## src/sv/baro_sensor_compensation_avg_macros.svh

```systemverilog
// Assertion macros for the barometric compensation block.
`ifndef BARO_SENSOR_COMPENSATION_AVG_MACROS_SVH
`define BARO_SENSOR_COMPENSATION_AVG_MACROS_SVH
`ifndef SYNTHESIS
`define BSC_ASSERT_IMPL(label, clk, rstn, ante, cons) \
    label: assert property (@(posedge clk) disable iff (!rstn) (ante) |-> (cons)) \
        else $error("assertion failed");
`define BSC_ASSERT_NEXT(label, clk, rstn, ante, cons) \
    label: assert property (@(posedge clk) disable iff (!rstn) (ante) |=> (cons)) \
        else $error("assertion failed");
`else
`define BSC_ASSERT_IMPL(label, clk, rstn, ante, cons)
`define BSC_ASSERT_NEXT(label, clk, rstn, ante, cons)
`endif
`endif

```

## src/sv/bsc_pkg.sv

```systemverilog
// Shared types and constants for the barometric compensation block.
package bsc_pkg;
    localparam logic [31:0] B6_OFS = 32'd4000;
    localparam logic [31:0] P_K1 = 32'd3038;
    localparam logic [31:0] P_K2 = 32'hFFFF_E343;
    localparam logic [31:0] P_K3 = 32'd3791;
    localparam logic [31:0] P_SCALE = 32'd50000;
    localparam logic [31:0] P_HALF = 32'd32768;
    localparam logic [2:0] REG_AC1 = 3'd0;
    localparam logic [2:0] REG_AC2 = 3'd1;
    localparam logic [2:0] REG_AC3 = 3'd2;
    localparam logic [2:0] REG_AC4 = 3'd3;
    localparam logic [2:0] REG_TCAL = 3'd4;
    localparam logic [2:0] REG_TCRV = 3'd5;
    localparam logic [2:0] REG_PCRV = 3'd6;
    localparam logic [2:0] REG_OSS = 3'd7;
    typedef struct packed {
        logic start;
        logic [31:0] num;
        logic [31:0] den;
    } div_req_t;
    typedef struct packed {
        logic busy;
        logic done;
        logic [31:0] quo;
    } div_rsp_t;
endpackage

```

## src/sv/bsc_div.sv

```systemverilog
// Unsigned 32-bit restoring divider, one quotient bit per cycle.
module bsc_div (
    input  logic              aclk,
    input  logic              aresetn,
    input  bsc_pkg::div_req_t req,
    output bsc_pkg::div_rsp_t rsp
);
    logic [31:0] q_reg, q_next, r_reg, r_next, d_reg, d_next;
    logic [5:0]  cnt_reg, cnt_next;
    logic        busy_reg, busy_next, done_reg, done_next;
    logic [32:0] trial;

    always_comb begin
        q_next = q_reg;
        r_next = r_reg;
        d_next = d_reg;
        cnt_next = cnt_reg;
        busy_next = busy_reg;
        done_next = 1'b0;
        trial = {r_reg, q_reg[31]} - {1'b0, d_reg};
        if (req.start) begin
            q_next = req.num;
            r_next = '0;
            d_next = req.den;
            cnt_next = 6'd0;
            busy_next = 1'b1;
        end else if (busy_reg) begin
            if (!trial[32]) begin
                r_next = trial[31:0];
                q_next = {q_reg[30:0], 1'b1};
            end else begin
                r_next = {r_reg[30:0], q_reg[31]};
                q_next = {q_reg[30:0], 1'b0};
            end
            cnt_next = cnt_reg + 6'd1;
            if (cnt_reg == 6'd31) begin
                busy_next = 1'b0;
                done_next = 1'b1;
            end
        end
    end

    always_ff @(posedge aclk) begin
        if (!aresetn) begin
            busy_reg <= 1'b0;
            done_reg <= 1'b0;
            cnt_reg <= '0;
        end else begin
            busy_reg <= busy_next;
            done_reg <= done_next;
            cnt_reg <= cnt_next;
        end
        q_reg <= q_next;
        r_reg <= r_next;
        d_reg <= d_next;
    end

    assign rsp.busy = busy_reg;
    assign rsp.done = done_reg;
    assign rsp.quo = q_reg;
endmodule

```

## config.mk

```make
export PLATFORM = sky130hd
export DESIGN_NAME = bsc_div
export DESIGN_NICKNAME = d
export VERILOG_FILES = /design/src/sv/baro_sensor_compensation_avg_macros.svh /design/src/sv/bsc_pkg.sv /design/src/sv/bsc_div.sv
export SDC_FILE = /design/constraint.sdc
export NUM_CORES = 1
export LEC_CHECK = 0
export BUFFER_PORTS_ARGS = -buffer_cell sky130_fd_sc_hd__buf_2
export CAP_MARGIN = 10
export CORE_ASPECT_RATIO = 1.75
export CORE_MARGIN = 1
export CORE_UTILIZATION = 30
export DETAILED_ROUTE_END_ITERATION = 16
export PLACE_DENSITY = 0.57
export SLEW_MARGIN = 30
export SYNTH_ARGS = -nofsm -noshare
export SYNTH_HDL_FRONTEND = slang
export SYNTH_SLANG_ARGS = --single-unit
```

## constraint.sdc

```tcl
create_clock -name aclk -period 2.9 [get_ports aclk]
set_clock_uncertainty 0.05 [all_clocks]
set_input_delay 0 -clock aclk [delete_from_list [all_inputs] [get_ports aclk]]
set_output_delay 0 -clock aclk [all_outputs]
set_load 0.1 [all_outputs]
```

==> results.md, run 1 <==
* Ant. Diodes at 0
* Ys Warns at 0
* Startpoint Class: flip-flop
* Via density at 4.92
* Synthesized cell area at a little under 6000 µm²
* Gr usage total at 15.6%
* Static Leak at 3.31 nW
* Die area at 20200 µm²
* Sum Neg Setup Slack at 0 ps
* Worst EP arrival at 3070 ps
* CP peak stage delay at 380 ps
* DIE HEIGHT at 187 µm
* Routability Congestion at around 0.8
* Crit path max fanout at 12
* Number of synthesized flops with an enable pin at 64
* RSZ-0062 raised after global routing: yes
* Clk_lat worst skew at 350 ps
* Mapped Avg Cell Area at between 10 and 15 µm²
* Routed wl met2 at 8180 µm
* Drt wl/cell at 15.0 µm
* Max stage delay cell, worst path: a2111oi_1
* Max Fclk at between 300 and 400 MHz
* Slew Viols, Final at 0
* Req. time, crit path at 3090 ps
* Pin count of the biggest net entering global routing at 97
* WP buf/inv at 2
* Antenna violations before repair at 0
* DR iter-0 viols at between 100 and 150
* Status: completed
* Overall Power at roughly 0.0043 W
* Final Hold Viols at 0
* Register-to-register setup slack at 30 ps
* Port bufs at 100
* WL met1 at 5860 µm
* Crit path max-delay family: compound AO/OA/AOI/OAI gates
* H-tree levels at 3
* DR WL met3 at ~650 µm
* Clock sinks at between 100 and 150
* Top FF cell, synth: edfxtp_1
* Top layer in use: met4
* Register area share after synthesis at 46.2%
* Final WL at around 15000 µm
* Vias in the first global route at 5274
* Crit end category: flip-flop
* Cell Chain, Critical Path: inv_1 -> ha_1 -> or2_1 -> a21o_1 -> nor2b_1 -> a2111oi_1 -> o21ai_1 -> o221a_4 -> xnor2_4 -> buf_6 -> nor2_1 -> o32ai_1
* Seq cells post-synth at 104
* Number of routed nets with antenna violations at 0
* Setup-failing EPs final at 0
* Peak VDD IR at between 0.4 and 0.5 mV
* Layout Area Growth over Synthesis at 34.8%
* Final nets at 860
* Fraction of registers with async set/reset at 0%
* Initial Util at 30.7%
* Minimum clock period at ~2900 ps
* Via count at between 4000 and 5000
* CTS Buf Count at 9
* Layout cells sized above 1 at 28.4%
* Worst slew margin at 60.8%
* Power per cell area at 546 nW/µm²
* Critical path class: flip-flop to flip-flop
* Die W at approximately 110 µm
* Syn nets at 684
* Hold Path Class: input pin to flip-flop
* Boundary Pins at 101
* CTS tree: built
* Synth unique cells at 61
* Clk root buf: clkbuf_16
* Cells after synthesis at 583
* Tightest Pin Transition at just under 600 ps
* Congestion Overflow GR at 0
* First-pass GRT wire length at 25000 µm
* DRC viols at 0
* Drt pass-1 iters at 4
* DP HPWL at 10700 µm
* Reg clk slew, reported paths at 70 ps
* Num rows at 67
* Tcrit/Tclk final at 99.1%
* Clk buf depth at 2
* Core area at 19200 µm²
* Max Cap Violations at 0
==> path summary, 6_finish.rpt <==
path | from | endpoint | cells after the start
max | d_reg[20]$_DFFE_PP_ | r_reg[18]$_SDFFE_PP0P_ | 12
min | req[64] | d_reg[6]$_DFFE_PP_ | 2
max reg2reg | d_reg[20]$_DFFE_PP_ | r_reg[18]$_SDFFE_PP0P_ | 12
min reg2reg | cnt_reg[5]$_SDFFE_PP0P_ | done_reg$_SDFF_PP0_ | 1
==> placed cells by master, fill, tap and decap left out, types with 12 or more instances in the layout <==
master | netlist | layout
xnor2_1 | 17 | 16
buf_2 | 4 | 99
edfxtp_1 | 64 | 64
a21o_1 | 16 | 16
mux2_2 | 31 | 31
nand2_1 | 75 | 74
a311oi_1 | 17 | 12
dlygate4sd3_1 | 0 | 65
inv_1 | 39 | 39
nor2_1 | 47 | 47
xor2_1 | 16 | 16
ha_1 | 33 | 29
dfxtp_1 | 40 | 39
a21oi_1 | 33 | 29
o21ai_0 | 17 | 15
buf_4 | 6 | 27
==> where the power goes <==
| group | leakage (nW) | internal, W | total, W | switching (W) |
|---|---|---|---|---|
| registers | 0.964 | 0.00171 | 0.00178 | 0.0000728 |
| logic | 2.20 | 0.000476 | 0.00131 | 0.000837 |
| clock network | 0.147 | 0.000679 | 0.00125 | 0.000568 |
==> layout make-up <==
class / count / area [µm²]
Sequential cell: 104 / 2720
Timing Repair Buffer: 197 / 1440
Tap cell: 241 / 302
Inverter: 39 / 146
Clock inverter: 7 / 77.6
Multi-Input combinational cell: 408 / 3030
Clock buffer: 9 / 225
Fill cell: 1866 / 11300
==> cell families after synthesis <==
group,count (synthesis),share of synthesized area [%]
AND/OR/NAND/NOR,164,12.2
AO/OA/AOI/OAI,142,17.3
flip-flops,104,46.2
buffers and inverters,71,5.24
XOR/XNOR,35,5.45
adder cells (fa/ha/maj),34,7.34
multiplexers,33,6.26
==> metal layers <==
| layer | track usage, % | vias up |
|---|---|---|
| li1 | - | 2460 |
| met2 | 29.2 | 126 |
| met1 | 16.3 | 2331 |
| met4 | 6.22 | 0 |
| met5 | 0 | - |
| met3 | 3.62 | 28 |
==> worst register-to-register path, cell delays in order, from the launching register on <==
cell and delay [ps]:
edfxtp_1 360, inv_1 90, ha_1 240, or2_1 250, a21o_1 190, nor2b_1 140
a2111oi_1 380, o21ai_1 130, o221a_4 180, xnor2_4 190, buf_6 190, nor2_1 70
o32ai_1 300
==> cell usage after synthesis (2+ instances only) <==
cell type / n / area (µm²)
dfxtp_1: 40 / 801
a21oi_1: 33 / 165
o21ai_1: 2 / 10.0
nand2_1: 75 / 282
a21boi_0: 2 / 15.0
a21oi_2: 2 / 17.5
buf_2: 4 / 20.0
o21bai_1: 3 / 22.5
a31oi_1: 7 / 43.8
nand3_1: 9 / 45.0
buf_4: 6 / 45.0
nor3_1: 3 / 15.0
a311oi_2: 4 / 60.1
a21o_1: 16 / 120
inv_1: 39 / 146
nand2b_1: 2 / 12.5
nor2_1: 47 / 176
xor2_1: 16 / 140
edfxtp_1: 64 / 1920
mux2_2: 31 / 349
mux2i_1: 2 / 20.0
o31a_1: 2 / 17.5
and4_1: 2 / 17.5
xnor2_1: 17 / 149
nor2b_1: 6 / 37.5
o32ai_1: 4 / 35.0
o22ai_1: 2 / 12.5
o211ai_1: 3 / 22.5
clkbuf_1: 20 / 75.1
nand4_1: 6 / 37.5
or3_1: 3 / 18.8
a311oi_1: 17 / 149
o21ai_0: 17 / 85.1
o2111ai_1: 3 / 26.3
o21a_1: 4 / 30.0
ha_1: 33 / 413
buf_6: 2 / 22.5
and2_1: 2 / 12.5
and3_1: 3 / 18.8
a211oi_1: 9 / 67.6
==> metrics by stage <==
stage / worst slack [ps] / cell area [µm²] / hold slack (ps) / std cells / utilization (%)
global route: -120 / 7950 / 194 / 1005 / 41.4
detailed placement: -27.1 / 6840 / 128 / 922 / 35.6
finish: 26.7 / 7950 / 138 / 1005 / 41.4
CTS: 1.70 / 7810 / 160 / 1003 / 40.7
global placement: 37.3 / 6840 / 128 / 922 / 35.6
floorplan: -484 / 5950 / 48.9 / 583 / -
==> timing repair <==
action / 4_1_cts / 5_1_grt
hold endpoints to repair: 65 / 0
buffers inserted: 0 / 2
setup endpoints to repair: 12 / 32
hold buffers: 65 / 0
pin swaps: 0 / 8
gates resized for setup: 3 / 24
gates cloned: 0 / 0
Note: power is estimated with default switching activity, not from simulation.
==> run 2, diff against run 1 <==
- CORE_UTILIZATION: 30 -> 51
- PLACE_DENSITY: 0.57 -> 0.83
- SLEW_MARGIN: 30 -> 40
==> run 2 against run 1 <==
Effect of this change: the run now ends with setup timing left; utilization grew 31 points; global-route usage grew 11 points; largest cell class unchanged; hold slack got worse by 100 ps; sequential power about the same; critical path type unchanged; highest routed layer unchanged; clock-buffer cell count rose by 1; flip-flop and latch count unchanged; routed wire length rose by 14%.
==> results.md, run 2 (synthesis results as in run 1) <==
* Status: complete, but fails checks
* Failing checks: setup timing
* Via count at 5344 (+8.1%)
* WP buf/inv at 2 (unchanged)
* Tightest Pin Transition at 574 ps (-14.7 ps)
* Clk root buf: clkbuf_16
* Drt wl/cell at 19.0 µm (+27%)
* CTS tree: built
* Layout Area Growth over Synthesis at 36.3%
* Fillers at 684 (-63%)
* Ant. Diodes at 0 (unchanged)
* Crit-path most repeated cell: a311oi_2
* RSZ-0062 raised after global routing: yes
* Number of routed nets with antenna violations at 0 (unchanged)
* Register Area at 2720 µm² (unchanged)
* Setup-failing EPs final at 9 (+9)
* Max Cap Violations at 0 (unchanged)
* Congestion Overflow GR at 0 (unchanged)
* Initial Util at 52.8% (+22 points)
* Startpoint Class: flip-flop
* DR iter-0 viols at 360 (+190%)
* Multi-input logic area at 3170 µm² (+4.7%)
* Routability Congestion at 0.926 (+12%)
* Most frequent cells in the layout: buf_2 (99), nand2_1 (65), edfxtp_1 (64), dlygate4sd3_1 (64), nor2_1 (46)
* Stages on the worst setup path at 13 (+1)
* Minimum clock period at 3060 ps (+185 ps)
* Sequential Power Share at 39.5% (-1.5 points)
* DP HPWL at 10100 µm (-5.3%)
* Reg clk slew, reported paths at 70 ps (about the same)
* Via density at 5.95 (+21%)
* Final hold slack at 34.6 ps (-103 ps)
* CTS Buf Count at 9 (unchanged)
* Clock share of power at 29.7% (+0.9 points)
* R2R depth at 13 (+1)
* Num rows at 51 (-24%)
* Util after Layout at 72.0% (+31 points)
* Tcrit/Tclk final at 105% (+6.4 points)
* DRC viols at 0 (unchanged)
* Boundary Pins at 101 (unchanged)
* Psw at 0.00156 W (+5.4%)
* Crit path max fanout at 5 (-7)
* Max Fclk at 327 MHz (-6.1%)
* H-tree levels at 3 (unchanged)
* Cell Chain, Critical Path: ha_2 -> fa_2 -> nor2b_2 -> o2111ai_2 -> nand3_2 -> a311oi_2 -> o21ai_1 -> o221a_4 -> xor2_4 -> buf_12 -> buf_6 -> nand2_1 -> a311oi_2
* Max stage delay cell, worst path: edfxtp_1
* Final WL at 17100 µm (+14%)
* Setup ws final at -159 ps (-185 ps)
* Core area at 11200 µm² (-42%)
* Worst EP arrival at 3240 ps (+170 ps)
* Sw Share at 34.4% (+0.34 points)
* Worst hold path stage count at 2 (unchanged)
* Worst slew margin at 61.8% (+0.98 points)
* Vias in the first global route at 5420 (+2.8%)
* Final nets at 862 (+0.23%)
* Logic pwr share at 30.8% (+0.5 points)
* First-pass GRT wire length at 25000 µm (+0.11%)
* Die W at 83.3 µm (-23%)
* DIE HEIGHT at 144 µm (-23%)
* Crit path max-delay family: compound AO/OA/AOI/OAI gates
* Peak VDD IR at 0.490 mV (+20%)
* Layout cells sized above 1 at 32.2% (+3.8 points)
* Drt pass-1 iters at 6 (+2)
* Pin count of the biggest net entering global routing at 42 (-57%)
* Antenna violations before repair at 0 (unchanged)
* Gr usage total at 26.3% (+11 points)
* Port bufs at 100 (unchanged)
* Internal Pwr Total at 0.00297 W (+3.8%)
* Clk_lat worst skew at 350 ps (about the same)
* CP peak stage delay at 380 ps (about the same)
* Req. time, crit path at 3080 ps (about the same)
* Hold Path Class: input pin to flip-flop
* Crit end category: flip-flop
* Final Hold Viols at 0 (unchanged)
* Static Leak at 3.39 nW (+2.4%)
* Most common cell after layout, fill and taps aside: buf_2
* Clk buf depth at 2 (unchanged)
* Critical path class: flip-flop to flip-flop
* Die area at 12000 µm² (-41%)
* Slew Viols, Final at 0 (unchanged)
* Power per cell area at 563 nW/µm² (+3.2%)
* Clock sinks at 104 (unchanged)
[run 2: cell types whose count changed in the layout (fill, tap and decap cells not counted), moves of 3 or more]
| cell | change |
|---|---|
| a211oi_1 | -4 |
| a311oi_1 | -3 |
| nand2_4 | +3 |
| a311oi_2 | +3 |
| nand2_1 | -9 |
| nand2_2 | +6 |
| a211oi_2 | +4 |
[run 2: metrics by stage]
| stage | cell area [µm²] | setup TNS, ps | cells | setup WS (ps) | power, W |
|---|---|---|---|---|---|
| 6_report | 8040 | -318 | 898 | -159 | 0.00453 |
| 5_1_grt | 8040 | -3930 | 898 | -273 | 0.00469 |
| 3_5_place_dp | 6680 | -61.0 | 810 | -41.6 | 0.00300 |
| 3_3_place_gp | 6680 | 0 | 810 | 54.7 | 0.00296 |
| 4_1_cts | 7670 | 0 | 890 | 1.35 | 0.00440 |
| 2_1_floorplan | 5950 | -14530 | 583 | -484 | 0.00271 |
[run 2: worst reg2reg max path: stages (launching register included)]
cell and delay [ps]:
edfxtp_1 380, ha_2 220, fa_2 350, nor2b_2 160
o2111ai_2 180, nand3_2 130, a311oi_2 100, o21ai_1 180
o221a_4 270, xor2_4 180, buf_12 150, buf_6 120
nand2_1 80, a311oi_2 380
[run 2: what timing repair did]
item	CTS	global route
endpoints found under the setup margin	14	33
cloned	0	3
setup buffers	0	5
hold buffers	64	0
gates resized for setup	2	58
pin swaps	0	16
hold endpoints to repair	66	0
[run 2: power by group through the flow]
stage | Clock, W | Combinational [W] | Sequential, W
finish | 0.00135 | 0.00139 | 0.00179
global route | 0.00141 | 0.00148 | 0.00180
global placement | 0 | 0.00116 | 0.00180
floorplan | 0 | 0.000576 | 0.00214
CTS | 0.00135 | 0.00127 | 0.00178
detailed placement | 0 | 0.00119 | 0.00181
[run 2: final timing paths]
check,startpoint,slack (ps),end
hold reg to reg,cnt_reg[5]$_SDFFE_PP0P_,430,done_reg$_SDFF_PP0_
setup / recovery,d_reg[0]$_DFFE_PP_,-160,r_reg[21]$_SDFFE_PP0P_
hold / removal,req[63],30,q_reg[31]$_DFFE_PP_
setup reg to reg,d_reg[0]$_DFFE_PP_,-160,r_reg[21]$_SDFFE_PP0P_
[run 2: area by class of cell]
type                       count  share of cell area, %
clock buffer                  10                   2.85
clock inverter                 6                   1.28
tap                          132                   2.06
timing repair buffer         199                   18.7
sequential                   104                   33.9
multi-input combinational    408                   39.5
inverter                      39                   1.82
[run 2: routing by layer]
| metal | track usage (%) | vias to the layer above | share of wire (%) |
|---|---|---|---|
| met5 | 0 | - | 0 |
| met4 | 16.2 | 0 | 6.7 |
| met3 | 5.14 | 104 | 5.5 |
| met2 | 50.1 | 246 | 53 |
| met1 | 26.1 | 2524 | 35 |
| li1 | - | 2470 | - |
==> run 3, diff against run 2 <==
- PLACE_DENSITY: 0.83 -> default
- PLACE_DENSITY_LB_ADDON: default -> 0.15
==> run 3 against run 2 <==
Effect of this change: the run still ends with setup timing left; global-route usage fell by 1.7 points; largest power group unchanged; clock power decreased by 4%; setup slack improved by 110 ps; routed wire length fell by 10%; via count fell by 4.1%; critical endpoint is now r_reg[4]$_SDFFE_PP0P_; fmax up 3.6%; clock-buffer cell count decreased by 1; hold slack lost 18 ps; design area rose by 1.7%; flip-flop and latch count unchanged.
==> results.md, run 3 (synthesis results as in run 1) <==
* Max Fclk at 339 MHz (+3.6%)
* Drt wl/cell at 17.0 µm (-11%)
* Tightest Pin Transition at 719 ps (+145 ps)
* Reg clk slew, reported paths at 80 ps (about the same)
* CP peak stage delay at 420 ps (+40 ps)
* Overall Power at 0.00447 W (-1.2%)
* Clk_lat worst skew at 350 ps (about the same)
* Setup ws final at -53.4 ps (+105 ps)
* Drt pass-1 iters at 4 (-2)
* Slew Viols, Final at 0 (unchanged)
* Setup-failing EPs final at 14 (+5)
* Status: complete, but fails checks
* Critical path class: flip-flop to flip-flop
* Ant. Diodes at 0 (unchanged)
* Clk root buf: clkbuf_16
* Tcrit/Tclk final at 102% (-3.6 points)
* Clock sinks at 104 (unchanged)
* Req. time, crit path at 3120 ps (+40 ps)
* WL met1 at 5770 µm (-2.9%)
* Core area at 11200 µm² (unchanged)
* Die W at 83.3 µm (unchanged)
* Initial Util at 52.8% (unchanged)
* Gr usage total at 24.6% (-1.7 points)
* Startpoint Class: flip-flop
* Layout Area Growth over Synthesis at 38.7%
* Crit-path most repeated cell: a311oi_2
* Final Hold Viols at 0 (unchanged)
* Num rows at 51 (unchanged)
* Crit end category: flip-flop
* Clk buf depth at 2 (unchanged)
* Routability Congestion at 0.903 (-2.5%)
* WP buf/inv at 2 (unchanged)
* Max stage delay cell, worst path: edfxtp_1
* Stages on the worst setup path at 13 (unchanged)
* Vias in the first global route at 5046 (-6.9%)
* First-pass GRT wire length at 23200 µm (-7.2%)
* Peak VDD IR at 0.366 mV (-25%)
* Antenna violations before repair at 0 (unchanged)
* Final Non-Filler Cells at 904 (+0.67%)
* DP HPWL at 9530 µm (-5.7%)
* Cell Chain, Critical Path: ha_2 -> fa_2 -> nor2b_4 -> o2111ai_4 -> nand3_2 -> a311oi_2 -> o21ai_1 -> o221a_4 -> xor2_4 -> buf_12 -> clkbuf_16 -> nand2_4 -> a311oi_2
* Minimum clock period at 2950 ps (-105 ps)
* Die area at 12000 µm² (unchanged)
* Crit path max-delay family: compound AO/OA/AOI/OAI gates
* Hold Path Class: input pin to flip-flop
* Util after Layout at 73.2% (+1.3 points)
* Congestion Overflow GR at 0 (unchanged)
* H-tree levels at 3 (unchanged)
* Worst hold path stage count at 1 (-1)
* Reg-to-Reg Start: d_reg[0]$_DFFE_PP_
* Pre-CTS setup slack at -72.9 ps (-31.3 ps)
* Worst slew margin at 52.1% (-9.7 points)
* Via density at 5.67 (-4.8%)
* Port bufs at 100 (unchanged)
* Most frequent cells in the layout: buf_2 (99), dlygate4sd3_1 (65), edfxtp_1 (64)
* Via count at 5124 (-4.1%)
* Pin count of the biggest net entering global routing at 76 (+81%)
* Routed wl met2 at 8660 µm (-4.5%)
* Static Leak at 3.46 nW (+2.2%)
* Number of routed nets with antenna violations at 0 (unchanged)
* Crit path from: d_reg[0]$_DFFE_PP_
* R2R depth at 13 (unchanged)
* Inst Count DP at 811 (+0.12%)
* Most common cell after layout, fill and taps aside: buf_2
* DIE HEIGHT at 144 µm (unchanged)
* Crit path max fanout at 7 (+2)
* Worst EP arrival at 3170 ps (-70 ps)
* CTS tree: built
* Top layer in use: met4
* Failing checks: setup timing
* Max Cap Violations at 0 (unchanged)
* RSZ-0062 raised after global routing: yes
* Hold_sp: req[64]
* Final nets at 868 (+0.70%)
* Layout cells sized above 1 at 34.5% (+2.2 points)
* CTS Buf Count at 9 (unchanged)
* Final WL at 15400 µm (-10%)
* Power per cell area at 547 nW/µm² (-2.9%)
* DR WL met3 at 463 µm (-51%)
* DRC viols at 0 (unchanged)
* Boundary Pins at 101 (unchanged)
* DR iter-0 viols at 195 (-46%)
## run 3: changes by cell type in the layout (fill, tap and decap cells not counted), moves of 2 or more
cell      change
nand2_1       -8
a311oi_1      -5
a311oi_2      +5
nand2_4       +5
buf_4         +3
nand2_2       +3
buf_6         +2
clkinv_4      -2
inv_8         +2
o21ai_2       -2
## run 3: power breakdown
group / internal (W) / switching [W]
combinational: 0.000510 / 0.000901
sequential: 0.00170 / 0.0000724
clock: 0.000687 / 0.000599
total: 0.00290 / 0.00157
## run 3: layout make-up
| class | count | area [µm²] |
|---|---|---|
| fillers | 737 | 2990 |
| flip-flops and latches | 104 | 2720 |
| clock buffers | 9 | 225 |
| clock inverters | 7 | 82.6 |
| inverters | 39 | 146 |
| multi-input cells | 408 | 3280 |
| repair buffers | 205 | 1550 |
| well taps | 132 | 165 |
## run 3: routing by layer
layer  track usage, %  vias to the layer above
li1                 -                     2475
met1             26.1                     2480
met2             47.3                      134
met3             3.88                       35
met4             11.2                        0
met5                0                        -
## run 3: final timing paths
| path | endpoint | slack (ps) |
|---|---|---|
| max reg2reg | r_reg[4]$_SDFFE_PP0P_ | -50 |
| min reg2reg | done_reg$_SDFF_PP0_ | 420 |
| min | d_reg[22]$_DFFE_PP_ | 20 |
| max | r_reg[4]$_SDFFE_PP0P_ | -50 |
## run 3: repair_timing
action	in CTS	in global routing
pin swaps	1	28
hold endpoints to repair	67	0
hold buffers	65	0
resized for setup	7	77
setup endpoints to repair	6	33
setup buffers	0	9
gates cloned	0	3
## run 3: per-stage QoR
| stage | setup TNS [ps] | area (µm²) | hold slack, ps |
|---|---|---|---|
| 2_1_floorplan | -14530 | 5950 | 48.9 |
| 3_3_place_gp | 0 | 6680 | 126 |
| 3_5_place_dp | -180 | 6680 | 128 |
| 4_1_cts | 0 | 7670 | 7.27 |
| 5_1_grt | -4840 | 8180 | 18.3 |
| 6_report | -355 | 8180 | 16.1 |
